### src/hw/rtl/q2r_pkg.sv
package q2r_pkg;

    // Default number of fraction bits of the fixed-point format.
    localparam int FRAC_BITS_DEF = 14;

    // Width of one quaternion part and of one matrix element.
    localparam int PART_W = 16;
    localparam int ELEM_W = 16;

    // Width of a squared product and of the squared norm (at most 2^32).
    localparam int PROD_W = 32;
    localparam int DEN_W  = 33;

    // Signed width of an element numerator (magnitude up to 2^32).
    localparam int NUM_W = 34;

    // Number of matrix elements.
    localparam int NUM_LANES = 9;

    typedef logic [DEN_W-1:0] mag_t;
    typedef logic signed [PROD_W-1:0] prod_t;

endpackage

### src/hw/rtl/q2r_div_stage.sv
module q2r_div_stage #(
    parameter int QW    = q2r_pkg::FRAC_BITS_DEF + 2,
    parameter bit SHIFT = 1'b1
) (
    input  logic                            clk,
    input  logic                            en,
    input  q2r_pkg::mag_t                   den_in,
    input  q2r_pkg::mag_t                   rem_in [q2r_pkg::NUM_LANES],
    input  logic [QW-1:0]                   q_in   [q2r_pkg::NUM_LANES],
    input  logic [q2r_pkg::NUM_LANES-1:0]   neg_in,
    input  logic                            zero_in,
    output q2r_pkg::mag_t                   den_out,
    output q2r_pkg::mag_t                   rem_out [q2r_pkg::NUM_LANES],
    output logic [QW-1:0]                   q_out   [q2r_pkg::NUM_LANES],
    output logic [q2r_pkg::NUM_LANES-1:0]   neg_out,
    output logic                            zero_out
);
    import q2r_pkg::*;

    logic [DEN_W:0] trial [NUM_LANES];
    logic [DEN_W:0] diff  [NUM_LANES];
    logic [NUM_LANES-1:0] qbit;

    mag_t den_reg;
    mag_t rem_reg [NUM_LANES];
    logic [QW-1:0] q_reg [NUM_LANES];
    logic [NUM_LANES-1:0] neg_reg;
    logic zero_reg;

    // One restoring division step for every lane.
    always_comb
    begin
        for (int i = 0; i < NUM_LANES; i++)
        begin
            trial[i] = SHIFT ? {rem_in[i], 1'b0} : {1'b0, rem_in[i]};
            qbit[i]  = (trial[i] >= {1'b0, den_in});
            diff[i]  = trial[i] - {1'b0, den_in};
        end
    end

    always_ff @(posedge clk)
    begin
        if (en)
        begin
            den_reg  <= den_in;
            neg_reg  <= neg_in;
            zero_reg <= zero_in;
            for (int i = 0; i < NUM_LANES; i++)
            begin
                rem_reg[i] <= qbit[i] ? diff[i][DEN_W-1:0] : trial[i][DEN_W-1:0];
                q_reg[i]   <= {q_in[i][QW-2:0], qbit[i]};
            end
        end
    end

    assign den_out  = den_reg;
    assign rem_out  = rem_reg;
    assign q_out    = q_reg;
    assign neg_out  = neg_reg;
    assign zero_out = zero_reg;

endmodule

### config.mk
export PLATFORM = sky130hd
export DESIGN_NAME = q2r_div_stage
export DESIGN_NICKNAME = d
export VERILOG_FILES = /design/src/hw/rtl/q2r_pkg.sv /design/src/hw/rtl/q2r_div_stage.sv
export SDC_FILE = /design/constraint.sdc
export NUM_CORES = 1
export LEC_CHECK = 0
export BUFFER_PORTS_ARGS = -buffer_cell sky130_fd_sc_hd__buf_2
export CAP_MARGIN = 20
export CORE_AREA = 5 5 373 375
export CTS_BUF_LIST = sky130_fd_sc_hd__clkbuf_2 sky130_fd_sc_hd__clkbuf_4 sky130_fd_sc_hd__clkbuf_8
export DETAILED_ROUTE_END_ITERATION = 16
export DIE_AREA = 0 0 378 380
export GPL_ROUTABILITY_DRIVEN = 0
export PLACE_DENSITY = 0.52
export SYNTH_ARGS = -nofsm -noshare
export SYNTH_HDL_FRONTEND = slang
export SYNTH_SLANG_ARGS = --single-unit
### constraint.sdc
create_clock -name clk -period 3.5 [get_ports clk]
set_clock_uncertainty 0.2 [all_clocks]
set_input_delay 0.7 -clock clk [delete_from_list [all_inputs] [get_ports clk]]
set_output_delay 0.7 -clock clk [all_outputs]
set_load 0.05 [all_outputs]
==> results.py, run 1 <==
metrics = {
    "synth": {
        "yosysTopAreaCell": "edfxtp_1",
        "synthCells": 3298,
        "synthArstFlopShare_pct": 0,
        "synth_cell_type_count": 82,
        "ys_ff_latch": 484,
        "ys_warn_count": 0,
        "synth_edf_count": 484,
        "synth_top_area_share_pct": 43.2,
        "synth.avg_cell_area_um2": 10.2,
        "synth_area_leaders": "edfxtp_1 (43%), ha_1 (11%), a21oi_1 (5.3%)",
        "synth-seq-area-share_pct": 43.2,
        "synth_area_um2": 33700,
        "synth_ff_type": "edfxtp_1",
        "synthesis.nets": 4090,
    },
    "worst_setup_path": {
        "cpMostUsedCell": "o31a_1",
        "end_kind": "flop",
        "critPathLaunchType": "input pin",
        "cpPeakStageDelay_ns": 0.53,
        "critPathBufInv": 4,
        "cp_top_family": "compound AO/OA/AOI/OAI gates",
        "arrival_ns": 3.85,
        "crit_type": "input pin to flop",
        "worstPathRequired_ns": 3.83,
        "crit_path_top_delay_cell": "dlygate4sd3_1",
        "crit_path_max_fanout": 6,
        "path_cells": "dlygate4sd3_1 -> buf_2 -> ha_4 -> o21a_1 -> o31a_1 -> o31a_1 -> or3_4 -> a211o_1 -> a21oi_2 -> a211o_2 -> a21oi_4 -> buf_12 -> clkbuf_16 -> mux2_4",
    },
    "worst_hold_path": {
        "holdCritStartpoint": "rem_in[247]",
        "min_path_type": "input pin to flop",
        "min_path_cells": 2,
        "min_to": "rem_out[248]",
    },
    "global_route": {
        "grt.met1_usage_pct": 26.3,
        "grt_util_met3_pct": 3.83,
        "grtUsageMet2_pct": 40.8,
        "grt.total_usage_pct": 23.0,
        "grt_pass1_vias": 36100,
        "grt_max_degree": 60,
        "antenna_found_initial": 44,
        "grt_busiest_layer": "met2",
        "overflow": 0,
        "grt_pass1_wl_um": 243000,
    },
    "cells_and_area": {
        "fin_nets": 6447,
        "syn2layout_area_growth_pct": 64.3,
        "drive_above_1_share_pct": 42.2,
        "stdcell_area_um2": 55300,
    },
    "timing": {
        "hold_viol": 0,
        "finalWorstSetupSlack_ns": -0.0210,
        "worstMarginPinSlew_ns": 0.695,
        "post-route-period-util_pct": 101,
        "relSlewSlack_pct": 53.7,
        "max_freq_ghz": 0.284,
        "setup_viol": 24,
        "hold_slack_ns": 0.0997,
        "maxSlewViolCount": 0,
        "setup_tns_ns": -0.321,
        "period_needed_ns": 3.52,
    },
    "power": {
        "swShare_pct": 39.0,
        "power_uw": 24600,
        "p_sw_uw": 9590,
        "power_density_nw_per_um2": 445,
        "clockPowerShare_pct": 26.1,
        "p_seq_share_pct": 31.3,
        "intPower_uw": 15000,
        "comb_power_share_pct": 42.6,
        "ir_drop_mv": 0.338,
        "p_leak_uw": 0.0251,
    },
    "clocking": {
        "tritoncts": "yes",
        "cts_root_buf": "clkbuf_8",
        "clkTransAtPathRegs_ns": 0.07,
        "cts_sinks": 484,
        "cts_buffer_depth": 3,
        "numCtsBuffers": 95,
        "cts-htree-levels": 3,
    },
    "status": {
        "violations": "negative setup slack",
        "outcome": "complete, but fails checks",
    },
    "placement": {
        "dp_hpwl_um": 143000,
        "io_buffers": 960,
        "placed_area_um2": 49100,
        "place_ws_ns": -0.809,
    },
    "floorplan": {
        "core_area_um2": 135000,
        "die_height_um": 380,
        "dieArea_um2": 144000,
        "chipWidth_um": 378,
        "io-pin-count": 970,
        "row_count": 135,
        "start_util_pct": 25.0,
    },
    "drt": {
        "wl_per_cell_um": 23.2,
        "remaining_drc_errors": 0,
        "ant_nets": 0,
        "drtIter0Drc": 2386,
        "first_pass_iters": 5,
        "num_vias": 36000,
        "via_per_inst": 4.77,
        "postRouteWirelength_um": 175000,
    },
    "run": {
        "maxCapViolCount": 0,
    },
}
stage by stage:
step / std cells / utilization [%]
final: 7542 / 41.0
after global routing: 7526 / 41.0
after CTS: 7487 / 40.4
after detailed placement: 6973 / 36.4
after global placement: 6973 / 36.4
after floorplan: 3298 / -
cell type report:
class,instances,area [um2]
inverters,131,526
fillers,13200,79600
repair buffers,2366,17100
clock inverters,53,567
multi-input cells,2577,18800
flip-flops and latches,484,14500
diodes,32,80.1
clock buffers,118,1490
well taps,1781,2230
flip-flops by register name, summed over array words and instances (netlist names):
signal and count:
rem_out 297, q_out 144, den_out 33, neg_out 9, zero_out 1
power groups by stage:
stage          Sequential [uW]  Clock [uW]  Combinational, uW
2_1_floorplan            10300           0               3280
3_3_place_gp              7810           0               9930
3_5_place_dp              7790           0               9960
4_1_cts                   7700        6640              10300
5_1_grt                   7720        6870              11100
6_report                  7690        6430              10500
synth_stat cells, types with 39 or more instances:
| cell type | count |
|---|---|
| a21o_1 | 146 |
| clkbuf_1 | 75 |
| mux2_2 | 92 |
| nand4_1 | 62 |
| nor2_1 | 257 |
| a21oi_1 | 355 |
| edfxtp_1 | 484 |
| nand3_1 | 64 |
| o21bai_1 | 53 |
| nand2_1 | 230 |
| ha_1 | 297 |
| a31oi_1 | 39 |
| xnor2_1 | 149 |
| inv_1 | 130 |
| o21a_1 | 41 |
| nor3_1 | 47 |
| xor2_1 | 88 |
| o21ai_0 | 204 |
cell usage in the layout, fill, tap and decap left out, drive strengths merged, types with 124 or more instances in the layout:
cell type and count:
nand2 230, a21oi 357, clkbuf 124, buf 2017, ha 297, dlygate4sd3 341
xnor2 149, o21ai 211, a21o 146, edfxtp 484, nor2 257
logic make-up after synthesis:
family	share of synthesized area (%)
AND/OR/NAND/NOR	12.1
AO/OA/AOI/OAI	19.7
adder cells (fa/ha/maj)	11.6
XOR/XNOR	6.16
buffers and inverters	2.80
multiplexers	4.52
flip-flops	43.2
repair_timing:
action	CTS	global route
buffers inserted	0	15
hold endpoints to repair	343	0
hold buffers	343	0
resized for setup	0	94
endpoints found under the setup margin	0	229
routing by layer:
layer,share of wire [%],routed length [um]
met5,0.042,74
met1,38,67300
met2,50,86700
met4,5.9,10300
met3,6.0,10600
how the worst max path moves through the flow:
stage,startpoint,endpoint,slack (ns),cells after the start
global route,den_in[8],rem_out[247],-0.06,15
finish,rem_in[234],rem_out[260],-0.02,14
global placement,den_in[1],rem_out[291],-0.83,15
CTS,rem_in[235],rem_out[262],0.05,14
detailed placement,den_in[1],rem_out[126],-0.81,16
floorplan,den_in[9],rem_out[236],-0.21,12
Power figures use the tool's default switching activity.
==> inputs of run 2 (changes only) <==
--- a/config.mk
+++ b/config.mk
@@ -12,7 +12,7 @@
 export DETAILED_ROUTE_END_ITERATION = 16
 export DIE_AREA = 0 0 378 380
 export GPL_ROUTABILITY_DRIVEN = 0
-export PLACE_DENSITY = 0.52
+export PLACE_DENSITY = 0.5
 export SYNTH_ARGS = -nofsm -noshare
 export SYNTH_HDL_FRONTEND = slang
 export SYNTH_SLANG_ARGS = --single-unit
==> constraint.sdc (replaced) <==
create_clock -name clk -period 3.7 [get_ports clk]
set_clock_uncertainty 0.2 [all_clocks]
set_input_delay 0.185 -clock clk [delete_from_list [all_inputs] [get_ports clk]]
set_output_delay 0.185 -clock clk [all_outputs]
set_load 0.05 [all_outputs]
==> run 2 against run 1 <==
Compared with the run above:
- the run now ends clean
- combinational power is 14% lower
- power is 8.4% lower
- cell count is 4.6% lower
- count of clock-buffer cells in the layout is 1 lower
- cell area is 4.3% lower
- first-iteration DRC count is 4.1% higher
==> results.py, run 2 (synthesis gave the netlist of run 1 again) <==
metrics = {
    "clocking": {
        "cts_root_buf": "clkbuf_8",
        "cts-htree-levels": 3,
        "numCtsBuffers": 96,
        "clkTransAtPathRegs_ns": 0.06,
        "cts_buffer_depth": 3,
        "cts_sinks": 484,
        "tritoncts": "yes",
    },
    "global_route": {
        "overflow": 0,
        "grt_pass1_vias": 35200,
        "antenna_found_initial": 55,
        "grt.total_usage_pct": 22.4,
        "grt_pass1_wl_um": 237000,
        "grt_max_degree": 98,
    },
    "cells_and_area": {
        "fin_nets": 6107,
        "nFillCells": 13200,
        "final_cells": 7198,
        "layout_common_cells": "buf_2 (959), dlygate4sd3_1 (760), edfxtp_1 (484)",
        "syn2layout_area_growth_pct": 57.3,
        "stdcell_area_um2": 53000,
        "drive_above_1_share_pct": 29.4,
        "largest_reg_flops": 297,
        "layout_commonest_cell": "buf_2",
    },
    "timing": {
        "rsz0062_at_grt": "false",
        "period_needed_ns": 3.58,
        "max_freq_ghz": 0.280,
        "setup_viol": 0,
        "relSlewSlack_pct": 47.4,
        "post-route-period-util_pct": 96.6,
        "finalWorstSetupSlack_ns": 0.125,
        "hold_viol": 0,
        "maxSlewViolCount": 0,
        "worstMarginPinSlew_ns": 0.782,
    },
    "floorplan": {
        "start_util_pct": 25.0,
        "io-pin-count": 970,
        "dieArea_um2": 144000,
        "die_height_um": 380,
        "core_area_um2": 135000,
        "row_count": 135,
        "chipWidth_um": 378,
    },
    "worst_setup_path": {
        "cp_top_family": "buffers and inverters",
        "crit_type": "input pin to flop",
        "crit_path_top_delay_cell": "dlygate4sd3_1",
        "critPathBufInv": 5,
        "cpPeakStageDelay_ns": 0.61,
        "critPathLaunchType": "input pin",
        "end_kind": "flop",
        "crit_path_max_fanout": 11,
        "worstPathRequired_ns": 4.04,
        "arrival_ns": 3.91,
        "path_cells": "dlygate4sd3_1 -> buf_2 -> buf_12 -> fa_1 -> nand2b_1 -> a211oi_1 -> nor3_1 -> o21ai_0 -> buf_4 -> o21ai_0 -> a21oi_2 -> nor2_1 -> o21ai_4 -> buf_4 -> mux2_2",
    },
    "drt": {
        "drtIter0Drc": 2484,
        "num_vias": 35000,
        "via_per_inst": 4.87,
        "first_pass_iters": 7,
        "remaining_drc_errors": 0,
        "postRouteWirelength_um": 169000,
        "wl_per_cell_um": 23.5,
        "ant_nets": 0,
    },
    "placement": {
        "dp.cells": 6236,
        "placed_area_um2": 43100,
        "dp_hpwl_um": 129000,
        "io_buffers": 960,
        "place_ws_ns": -0.205,
    },
    "power": {
        "p_leak_uw": 0.0231,
        "ir_drop_mv": 0.369,
        "power_density_nw_per_um2": 425,
    },
    "status": {
        "outcome": "complete, no violations",
    },
    "run": {
        "maxCapViolCount": 0,
    },
    "worst_hold_path": {
        "min_path_type": "input pin to flop",
    },
}
## run 2: final cells by class
cell class	count	area, um2	area share (%)
clock inverters	60	616	1.16
inverters	131	499	0.943
flip-flops and latches	484	14500	27.4
clock buffers	117	1480	2.79
diodes	23	57.6	0.109
multi-input cells	2577	18300	34.5
well taps	1781	2230	4.21
repair buffers	2025	15300	28.9
## run 2: power by group
part | switching, uW | internal (uW) | leakage [uW]
registers | 316 | 6960 | 0.00474
logic | 5840 | 3210 | 0.0173
clock network | 2750 | 3440 | 0.00109
## run 2: worst paths after layout
check              startpoint      endpoint  slack (ns)  depth (start not counted)
setup / recovery    den_in[0]  rem_out[189]        0.12                         15
hold / removal    rem_in[185]  rem_out[186]        0.09                          3
## run 2: routing by layer
layer  wire [um]  GRT usage [%]  vias up
met5          57              0        -
met2       82600           39.6     1446
met1       65000           25.7    16700
li1            -              -    16600
met4       10000           11.9       10
met3       11400           4.02      343
## run 2: tightest hold or removal path: stages
cell and delay, ns:
dlygate4sd3_1 0.52, buf_2 0.12, mux2_2 0.15
## run 2: repair_timing
action	CTS	global route
setup buffers	0	2
hold endpoints to repair	724	0
hold buffers	760	0
setup endpoints to repair	0	47
resized for setup	0	8
## run 2: stage by stage
step                util [%]  total power, uW  setup TNS, ns  hold slack (ns)
floorplan                  -            12800              0           0.0839
global placement        32.0            15700         -14.19            0.162
detailed placement      32.0            15700         -16.42            0.163
CTS                     39.2            22700              0         0.000370
global route            39.2            23600              0           0.0388
finish                  39.2            22500              0           0.0947
