==> src/hw/rtl/q2r_pkg.sv <==
package q2r_pkg;

    // Default number of fraction bits of the fixed-point format.
    localparam int FRAC_BITS_DEF = 14;

    // Width of one quaternion part and of one matrix element.
    localparam int PART_W = 16;
    localparam int ELEM_W = 16;

    // Width of a squared product and of the squared norm (at most 2^32).
    localparam int PROD_W = 32;
    localparam int DEN_W  = 33;

    // Signed width of an element numerator (magnitude up to 2^32).
    localparam int NUM_W = 34;

    // Number of matrix elements.
    localparam int NUM_LANES = 9;

    typedef logic [DEN_W-1:0] mag_t;
    typedef logic signed [PROD_W-1:0] prod_t;

endpackage

==> src/hw/rtl/q2r_out.sv <==
module q2r_out #(
    parameter int FRAC_BITS = q2r_pkg::FRAC_BITS_DEF
) (
    input  logic                                clk,
    input  logic                                en,
    input  logic [FRAC_BITS+1:0]                q_in [q2r_pkg::NUM_LANES],
    input  logic [q2r_pkg::NUM_LANES-1:0]       neg_in,
    input  logic                                zero_in,
    output logic signed [q2r_pkg::ELEM_W-1:0]   elem [q2r_pkg::NUM_LANES],
    output logic                                zero
);
    import q2r_pkg::*;

    localparam int QW    = FRAC_BITS + 2;
    localparam int EXT_W = 40;
    localparam logic signed [EXT_W-1:0] ONE     = EXT_W'(1) <<< FRAC_BITS;
    localparam logic signed [EXT_W-1:0] ELEM_MAX = EXT_W'((1 << (ELEM_W - 1)) - 1);
    localparam logic signed [EXT_W-1:0] ELEM_MIN = -(EXT_W'(1 << (ELEM_W - 1)));

    logic [QW:0] inc [NUM_LANES];
    logic signed [EXT_W-1:0] mag [NUM_LANES];
    logic signed [EXT_W-1:0] sval [NUM_LANES];
    logic signed [ELEM_W-1:0] elem_next [NUM_LANES];
    logic signed [ELEM_W-1:0] elem_reg [NUM_LANES];
    logic zero_reg;

    // Round half away from zero, clamp to one, apply sign, fit element width; a zero norm gives zero.
    always_comb
    begin
        for (int i = 0; i < NUM_LANES; i++)
        begin
            inc[i] = {1'b0, q_in[i]} + (QW+1)'(1);
            mag[i] = EXT_W'(inc[i][QW:1]);
            if (mag[i] > ONE)
            begin
                mag[i] = ONE;
            end
            sval[i] = neg_in[i] ? -mag[i] : mag[i];
            if (zero_in)
            begin
                elem_next[i] = '0;
            end
            else if (sval[i] > ELEM_MAX)
            begin
                elem_next[i] = ELEM_MAX[ELEM_W-1:0];
            end
            else if (sval[i] < ELEM_MIN)
            begin
                elem_next[i] = ELEM_MIN[ELEM_W-1:0];
            end
            else
            begin
                elem_next[i] = sval[i][ELEM_W-1:0];
            end
        end
    end

    always_ff @(posedge clk)
    begin
        if (en)
        begin
            elem_reg <= elem_next;
            zero_reg <= zero_in;
        end
    end

    assign elem = elem_reg;
    assign zero = zero_reg;

endmodule

==> config.mk <==
export PLATFORM = sky130hd
export DESIGN_NAME = q2r_out
export DESIGN_NICKNAME = d
export VERILOG_FILES = /design/src/hw/rtl/q2r_pkg.sv /design/src/hw/rtl/q2r_out.sv
export SDC_FILE = /design/constraint.sdc
export NUM_CORES = 1
export LEC_CHECK = 0
export ABC_AREA = 1
export BUFFER_PORTS_ARGS = -buffer_cell sky130_fd_sc_hd__clkbuf_2
export CAP_MARGIN = 20
export CORE_MARGIN = 3
export CORE_UTILIZATION = 40
export CTS_BUF_LIST = sky130_fd_sc_hd__clkbuf_4
export CTS_CLUSTER_DIAMETER = 50
export DETAILED_ROUTE_END_ITERATION = 12
export SLEW_MARGIN = 10
export SYNTH_ARGS = -nofsm -noshare
export SYNTH_HDL_FRONTEND = slang
export SYNTH_SLANG_ARGS = --single-unit
==> constraint.sdc <==
create_clock -name clk -period 3.4 [get_ports clk]
set_input_delay 0 -clock clk [delete_from_list [all_inputs] [get_ports clk]]
set_output_delay 0 -clock clk [all_outputs]
set_load 0.03 [all_outputs]
==> results.sh, run 1 <==
export IMPL_ys_top_cells_by_area="edfxtp_1, nand2_1, inv_1"
export IMPL_crit_arrival_ns=3.30
export IMPL_holdBufCountCts=6
export IMPL_place_gp_congestion=0.947
export IMPL_drtIter0Drc=915
export IMPL_fmax_mhz=339
export IMPL_critPathKind="in2reg"
export IMPL_drv_slew=0
export IMPL_worstMarginPinSlew_ns=0.721
export IMPL_syn_cell_area_mm2=0.0154
export IMPL_ant_nets=0
export IMPL_cts_tree="yes"
export IMPL_initial_utilization_pct=40.7
export IMPL_die_w_um=202
export IMPL_n_fill_cell=4033
export IMPL_vias=16100
export IMPL_cts_buffers=17
export IMPL_largest_reg_flops=144
export IMPL_synth_warnings=0
export IMPL_hold_class="in2reg"
export IMPL_yosysTopAreaCell="edfxtp_1"
export IMPL_clk_path_buf_depth=2
export IMPL_crit_path_end_kind="register"
export IMPL_fin_cells=3255
export IMPL_hpwl_um=35900
export IMPL_vias_per_cell=4.94
export IMPL_critical_path_peak_fanout=14
export IMPL_pin_count=301
export IMPL_drt_total_wl_um=44100
export IMPL_ys_types=56
export IMPL_cap_viol_max_count=0
export IMPL_htreeDepth=4
export IMPL_core_area_mm2=0.0378
export IMPL_first_global_vias=14800
export IMPL_layout_commonest_cell="nand2_1"
export IMPL_ctsResizeCount=0
export IMPL_p_per_area_mw_per_mm2=305
export IMPL_cts_setup_buffers=0
export IMPL_drive_gt1_share_pct=18.8
export IMPL_overflow=0
export IMPL_num_rows=71
export IMPL_async_flop_share_pct=0
export IMPL_layout_nets=2918
export IMPL_cts_root_buffer="clkbuf_4"
export IMPL_track_usage_pct=21.3
export IMPL_avgSynthCellArea_um2=6.41
export IMPL_final_cell_mix="nand2_1, clkbuf_2, inv_1"
export IMPL_hold_slack_ns=0.0593
export IMPL_status="finished, final reports clean"
export IMPL_setup_viol=0
export IMPL_min_period_ns=2.95
export IMPL_areaGrowthSynthToFinish_pct=17.1
export IMPL_cts_sinks=145
export IMPL_syn_inst=2399
export IMPL_numPortBuffers=300
export IMPL_grt_pass1_wl_um=72700
export IMPL_synth_seq_cells=145
export IMPL_clk_pin_slew_ns=0.17
export IMPL_wl_per_cell_um=13.6
export IMPL_drcViolationCount=0
export IMPL_grt_max_degree=65
export IMPL_die_height_um=202
export IMPL_finalHoldViolations=0
export IMPL_timing_final_crit_share_pct=86.8
export IMPL_ir_drop_v=0.000169
export IMPL_critPathRequiredTime_ns=3.75
export IMPL_antenna_found_initial=12
export IMPL_netlist_area_leader_share_pct=28.3
export IMPL_worstSetupStartpointType="input port"
export IMPL_place_inst=3212
export IMPL_grt_setup_unrepaired="false"
export IMPL_synth_ff_type="edfxtp_1"
export IMPL_dieArea_mm2=0.0408
export IMPL_ys_seq_area_share_pct=28.3
export IMPL_p_leak_uw=0.00902
export IMPL_relSlewSlack_pct=51.3
export IMPL_firstDrtPassIters=5
export IMPL_synth_edf_count=145
## per-layer routing
metal | wire, µm | GRT usage [%]
met1 | 20500 | 28.6
met2 | 20200 | 35.1
met3 | 2510 | 4.59
met4 | 781 | 5.36
met5 | 103 | 0
## logic make-up after synthesis
family / Yosys count / synth area share [%]
AO/OA/AOI/OAI: 265 / 10.7
XOR/XNOR: 119 / 6.78
adder cells (fa/ha/maj): 36 / 2.93
buffers and inverters: 348 / 9.47
flip-flops: 145 / 28.3
other: 1 / 0.0244
AND/OR/NAND/NOR: 1485 / 41.8
## worst max-delay path, stage by stage
cell and delay [ns]:
clkbuf_2 0.12, ha_1 0.18, nand3_1 0.18, inv_1 0.09
nand2_1 0.10, xnor2_1 0.32, nor2_1 0.12, nand2_1 0.08
nor2_1 0.04, nand3_1 0.09, nand2_2 0.12, nand2_1 0.12
ha_1 0.18, nand3b_1 0.10, a2111oi_0 0.39, ha_1 0.26
inv_1 0.05, o31ai_1 0.27, nand2_1 0.14, nand3_2 0.25
nand2_1 0.11
## cell usage after synthesis (25+ instances only)
| master | count |
|---|---|
| nand2_1 | 811 |
| xor2_1 | 85 |
| edfxtp_1 | 145 |
| inv_1 | 272 |
| nand3b_1 | 30 |
| clkbuf_1 | 28 |
| a21oi_1 | 122 |
| o21ai_0 | 62 |
| nand2_2 | 35 |
| nor2_1 | 270 |
| nand3_1 | 191 |
| ha_1 | 36 |
| nor3_1 | 25 |
| xnor2_1 | 34 |
| nand4_1 | 64 |
| nor2_2 | 26 |
## area by class of cell
cell class              instances  area (µm²)  area share, %
well taps                     511         639           3.55
repair buffers                366        2060           11.4
diodes                          5        12.5         0.0695
multi-input cells            1914        9600           53.3
clock buffers                  17         128          0.709
clock inverters                15         163          0.903
flip-flops and latches        145        4350           24.2
inverters                     282        1060           5.88
## per-stage QoR
step | instance area [µm²] | TNS, ns | util, % | setup WS (ns) | power [µW]
floorplan | 15400 | 0 | - | 0.0250 | 3670
global placement | 17600 | -0.472 | 46.7 | -0.0391 | 4310
detailed placement | 17600 | -2.75 | 46.7 | -0.132 | 4320
CTS | 18000 | 0 | 47.7 | 0.544 | 5550
global route | 18000 | 0 | 47.7 | 0.123 | 5870
finish | 18000 | 0 | 47.7 | 0.448 | 5490
## worst paths after layout
kind / from / end / slack, ns / depth (start not counted)
worst min-delay path: q_in[98] / elem[97] / 0.06 / 6
worst max-delay path: q_in[96] / elem[103] / 0.45 / 21
## where the power goes
part           internal [µW]  total, µW  switching, µW  leakage (µW)
Combinational            650       2050           1400       0.00747
Clock                    404       1200            800      0.000160
Sequential              2170       2230           65.3       0.00140
Total                   3220       5490           2270       0.00902
Note: power is estimated with default switching activity, not from simulation.
==> run 2: changes to the inputs <==
--- a/config.mk
+++ b/config.mk
@@ -5,7 +5,6 @@
 export SDC_FILE = /design/constraint.sdc
 export NUM_CORES = 1
 export LEC_CHECK = 0
-export ABC_AREA = 1
 export BUFFER_PORTS_ARGS = -buffer_cell sky130_fd_sc_hd__clkbuf_2
 export CAP_MARGIN = 20
 export CORE_MARGIN = 3
==> results.sh, run 2 <==
export IMPL_core_area_mm2=0.0371
export IMPL_synth_ff_type="edfxtp_1"
export IMPL_timing_final_crit_share_pct=98.7
export IMPL_layout_nets=2798
export IMPL_track_usage_pct=24.5
export IMPL_layout_commonest_cell="buf_4"
export IMPL_finalSetupTns_ns=0
export IMPL_cts_sinks=145
export IMPL_netlist_area_leader_share_pct=28.6
export IMPL_critPathKind="in2reg"
export IMPL_pin_count=301
export IMPL_yosysTopAreaCell="edfxtp_1"
export IMPL_worstMarginPinSlew_ns=1.13
export IMPL_drive_gt1_share_pct=38.9
export IMPL_n_fill_cell=3398
export IMPL_ys_types=100
export IMPL_first_global_vias=16700
export IMPL_drtIter0Drc=1224
export IMPL_grt_max_degree=95
export IMPL_synth_commonest_cells="nand2_1, o21ai_0, edfxtp_1, xnor2_1, nor2_1"
export IMPL_crit_arrival_ns=3.85
export IMPL_relSlewSlack_pct=24.7
export IMPL_postLayoutCoreUtil_pct=60.0
export IMPL_worstSetupStartpointType="input port"
export IMPL_cts_tree="yes"
export IMPL_areaGrowthSynthToFinish_pct=46.1
export IMPL_vias_per_cell=5.49
export IMPL_place_gp_congestion=0.948
export IMPL_holdPathEnd="elem[139]"
export IMPL_setup_viol=0
export IMPL_cap_viol_max_count=0
export IMPL_hold_class="in2reg"
export IMPL_cts_root_buffer="clkbuf_4"
export IMPL_final_cell_mix="buf_4, clkbuf_2, nand2_1"
export IMPL_cts_buffers=17
export IMPL_grt_setup_unrepaired="true"
export IMPL_clk_path_buf_depth=2
export IMPL_critPathRequiredTime_ns=3.89
export IMPL_p_per_area_mw_per_mm2=261
export IMPL_critical_path_peak_fanout=6
export IMPL_die_w_um=201
export IMPL_drt_total_wl_um=51800
export IMPL_drcViolationCount=0
export IMPL_syn_inst=1895
export IMPL_crit_path_end_kind="register"
export IMPL_htreeDepth=4
export IMPL_initial_utilization_pct=41.1
export IMPL_min_period_ns=3.36
export IMPL_dieArea_mm2=0.0405
export IMPL_ir_drop_v=0.000202
export IMPL_whs_path_depth=5
export IMPL_avgSynthCellArea_um2=8.05
export IMPL_overflow=0
export IMPL_clk_pin_slew_ns=0.15
export IMPL_syn_cell_area_mm2=0.0153
export IMPL_fmax_mhz=298
export IMPL_synth_edf_count=145
export IMPL_vias=17200
export IMPL_status="finished, final reports clean"
export IMPL_die_height_um=201
export IMPL_ys_top_cells_by_area="edfxtp_1, xnor2_1, o21ai_0"
export IMPL_holdCritStartpoint="q_in[140]"
export IMPL_firstDrtPassIters=5
export IMPL_antenna_found_initial=8
export IMPL_ant_nets=0
export IMPL_finalHoldViolations=0
export IMPL_async_flop_share_pct=0
export IMPL_largest_reg_flops=144
export IMPL_drv_slew=0
export IMPL_num_rows=70
export IMPL_synth_warnings=0
export IMPL_ys_seq_area_share_pct=28.6
export IMPL_grt_pass1_wl_um=82900
export IMPL_synth_most_common_cell="nand2_1"
export IMPL_synth_seq_cells=145
export IMPL_p_leak_uw=0.00920
export IMPL_wl_per_cell_um=16.6
export IMPL_hpwl_um=41400
export IMPL_numPortBuffers=300
## run 2: cell types whose count changed after synthesis, moves of 88 or more
| cell | change |
|---|---|
| nand2_1 | -614 |
| inv_1 | -230 |
| nor2_1 | -145 |
| xnor2_1 | +98 |
| nand3_1 | -92 |
| o21ai_0 | +88 |
## run 2: per-layer routing
layer  routed length (µm)  vias up  part of all wire, %  GRT usage (%)
li1                     -     8533                    -              -
met3                 2940       73                  5.7           5.26
met4                 1170       12                  2.3           7.25
met5                   69        -                 0.13              0
met2                25400      426                   49           42.7
met1                22200     8124                   43           30.6
## run 2: worst max path at each step
| stage | startpoint | endpoint | cells past startpoint |
|---|---|---|---|
| 6_report | q_in[58] | elem[53] | 18 |
| 3_3_place_gp | q_in[113] | elem[123] | 19 |
| 5_1_grt | q_in[138] | elem[134] | 21 |
| 4_1_cts | q_in[58] | elem[53] | 19 |
| 2_1_floorplan | q_in[123] | elem[123] | 21 |
| 3_5_place_dp | q_in[64] | elem[68] | 20 |
## run 2: critical path, stage by stage
cell	delay, ns
dlygate4sd3_1	0.58
and3_4	0.20
nand4_1	0.12
or2_4	0.28
o31a_1	0.28
nor3_4	0.26
a21oi_2	0.10
or2_4	0.24
ha_4	0.17
nor2b_4	0.13
a21oi_4	0.15
nor2_2	0.05
ha_2	0.17
or3b_4	0.40
a31oi_4	0.22
o31ai_4	0.10
nand2b_4	0.25
o21ai_2	0.15
## run 2: power breakdown
group,internal [µW],switching (µW)
Clock,478,802
Combinational,969,1380
Sequential,2140,53.8
Total,3590,2240
## run 2: logic make-up after synthesis
kind of cell | Yosys count | share of synthesized area, %
simple gates | 786 | 27.2
other cells | 1 | 0.0246
xor+xnor | 201 | 11.5
mux | 30 | 2.11
flops | 145 | 28.6
fa+ha+maj | 36 | 2.95
compound gates | 535 | 23.2
buf+inv | 161 | 4.41
## run 2: repair_timing
item	CTS	global route
hold buffers	44	0
hold endpoints to repair	139	0
buffers inserted	0	17
endpoints found under the setup margin	0	92
resized for setup	0	79
## run 2: cell type report
type	instances	area (µm²)	area share [%]
multi-input combinational	1600	11400	51.3
timing repair buffer	794	5360	24.1
sequential	145	4350	19.5
tap	504	631	2.83
clock inverter	15	186	0.837
inverter	48	180	0.808
clock buffer	17	128	0.573
antenna	3	7.51	0.0337
## run 2: metrics by stage
step	setup WS, ns	std cells	hold slack, ns	total power [µW]	cell area [µm²]
after floorplan	-0.625	1903	0.0989	3610	16500
after global placement	-0.372	3029	0.489	4440	21100
after detailed placement	-0.482	3029	0.490	4470	21100
after CTS	0.0141	3105	0.00346	5810	21800
after global routing	-0.0508	3125	0.0430	6150	22300
final	0.0440	3126	0.0602	5820	22300
==> run 3: changes to the inputs <==
--- a/config.mk
+++ b/config.mk
@@ -7,7 +7,7 @@
 export LEC_CHECK = 0
 export BUFFER_PORTS_ARGS = -buffer_cell sky130_fd_sc_hd__clkbuf_2
 export CAP_MARGIN = 20
-export CORE_MARGIN = 3
+export CORE_MARGIN = 2
 export CORE_UTILIZATION = 40
 export CTS_BUF_LIST = sky130_fd_sc_hd__clkbuf_4
 export CTS_CLUSTER_DIAMETER = 50
==> results.sh, run 3 (same netlist as run 2, synthesis figures left out) <==
export IMPL_status="finished, final reports clean"
export IMPL_p_per_area_mw_per_mm2=265
export IMPL_finalSetupTns_ns=0
export IMPL_numPortBuffers=300
export IMPL_largest_reg_flops=144
export IMPL_relSlewSlack_pct=32.1
export IMPL_grt_pass1_wl_um=80500
export IMPL_dieArea_mm2=0.0397
export IMPL_clk_path_buf_depth=2
export IMPL_timing_final_crit_share_pct=95.6
export IMPL_antenna_found_initial=5
export IMPL_ant_nets=0
export IMPL_worstMarginPinSlew_ns=1.02
export IMPL_drv_slew=0
export IMPL_wl_per_cell_um=16.3
export IMPL_p_comb_share_pct=39.9
export IMPL_whs_path_depth=5
export IMPL_critPathRequiredTime_ns=3.78
export IMPL_p_sw_share_pct=36.0
export IMPL_drt_total_wl_um=51000
export IMPL_p_leak_uw=0.00915
export IMPL_num_rows=71
export IMPL_setup_viol=0
export IMPL_critical_path_peak_fanout=6
export IMPL_multi_input_area_mm2=0.0114
export IMPL_n_fill_cell=3422
export IMPL_postLayoutCoreUtil_pct=59.2
export IMPL_holdPathEnd="elem[112]"
export IMPL_drcViolationCount=0
export IMPL_hold_class="in2reg"
export IMPL_final_cell_mix="buf_4, clkbuf_2, nand2_1"
export IMPL_ff_latch_area_mm2=0.00435
export IMPL_hpwl_um=40900
export IMPL_vias=16900
export IMPL_layout_commonest_cell="buf_4"
export IMPL_track_usage_pct=25.3
export IMPL_grt_max_degree=71
export IMPL_firstDrtPassIters=7
export IMPL_clk_pin_slew_ns=0.14
export IMPL_seqPwrFrac_pct=37.2
export IMPL_min_period_ns=3.25
export IMPL_cts_tree="yes"
export IMPL_cts_buffers=17
export IMPL_initial_utilization_pct=40.6
export IMPL_layout_nets=2787
export IMPL_first_global_vias=16300
export IMPL_overflow=0
export IMPL_areaGrowthSynthToFinish_pct=45.8
export IMPL_finalHoldViolations=0
export IMPL_ir_drop_v=0.000195
export IMPL_cts_root_buffer="clkbuf_4"
export IMPL_cts_sinks=145
export IMPL_vias_per_cell=5.42
export IMPL_place_gp_congestion=0.939
export IMPL_fmax_mhz=308
export IMPL_drive_gt1_share_pct=38.5
export IMPL_crit_path_end_kind="register"
export IMPL_die_height_um=199
export IMPL_core_area_mm2=0.0376
export IMPL_grt_setup_unrepaired="false"
export IMPL_switching_power_uw=2120
export IMPL_pin_count=301
export IMPL_holdCritStartpoint="q_in[113]"
export IMPL_die_w_um=199
export IMPL_critPathKind="in2reg"
export IMPL_worstSetupStartpointType="input port"
export IMPL_htreeDepth=4
export IMPL_drtIter0Drc=749
export IMPL_crit_arrival_ns=3.63
export IMPL_internal_power_uw=3760
export IMPL_cap_viol_max_count=0
export IMPL_clkPwrFrac_pct=22.9
export IMPL_hold_slack_ns=0.0709
==> run 3: worst max-delay path, cell delays in order <==
cell	delay [ns]
dlygate4sd3_1	0.53
clkbuf_2	0.14
nand3_4	0.11
or4_4	0.56
nor2_1	0.13
xnor2_1	0.11
nand4_1	0.12
nand2_2	0.10
nand2_2	0.10
ha_4	0.15
inv_2	0.04
or3_4	0.38
nor3_4	0.19
o22a_1	0.15
ha_2	0.17
nor3b_1	0.05
a211o_2	0.37
o21ai_1	0.13
a21oi_1	0.11
==> run 3: power groups by stage <==
stage	Clock (µW)	Combinational [µW]	Sequential (µW)
global route	1440	2550	2200
floorplan	0	1080	2530
CTS	1390	2300	2190
global placement	0	2230	2230
detailed placement	0	2250	2230
finish	1350	2350	2190
==> run 3: area by class of cell <==
| class | count | share of cell area, % |
|---|---|---|
| multi-input combinational | 1600 | 51.2 |
| sequential | 145 | 19.6 |
| tap | 511 | 2.88 |
| antenna | 3 | 0.0338 |
| clock buffer | 18 | 0.608 |
| inverter | 48 | 0.810 |
| timing repair buffer | 783 | 23.9 |
| clock inverter | 14 | 0.957 |
==> run 3: timing repair <==
action                                 in CTS  in global routing
hold buffers                               40                  0
setup endpoints to repair                   0                 86
setup buffers                               0                  6
endpoints found under the hold margin     108                  0
resized for setup                           0                 60
==> run 3: metrics by stage <==
| stage | worst slack [ns] | instance area (µm²) | std cells | power (µW) |
|---|---|---|---|---|
| 2_1_floorplan | -0.625 | 16500 | 1903 | 3610 |
| 3_3_place_gp | -0.393 | 21200 | 3044 | 4460 |
| 3_5_place_dp | -0.542 | 21200 | 3044 | 4480 |
| 4_1_cts | 0.0259 | 21900 | 3116 | 5880 |
| 5_1_grt | 0.00316 | 22200 | 3120 | 6190 |
| 6_report | 0.148 | 22200 | 3122 | 5880 |
==> run 3: how the worst max path moves through the flow <==
stage | from | to | slack [ns] | cells after the start
floorplan | q_in[123] | elem[123] | -0.63 | 21
global placement | q_in[112] | elem[123] | -0.39 | 18
detailed placement | q_in[64] | elem[68] | -0.54 | 20
CTS | q_in[100] | elem[103] | 0.03 | 19
global route | q_in[64] | elem[68] | 0.003 | 20
finish | q_in[35] | elem[45] | 0.15 | 19
==> run 3: per-layer routing <==
layer  vias to the layer above  track usage (%)  wire [µm]
met4                         4             8.96       1350
met3                        77             5.47       2910
met2                       413             44.8      25200
li1                       8497                -          -
met1                      7945             30.0      21500
met5                         -                0         21
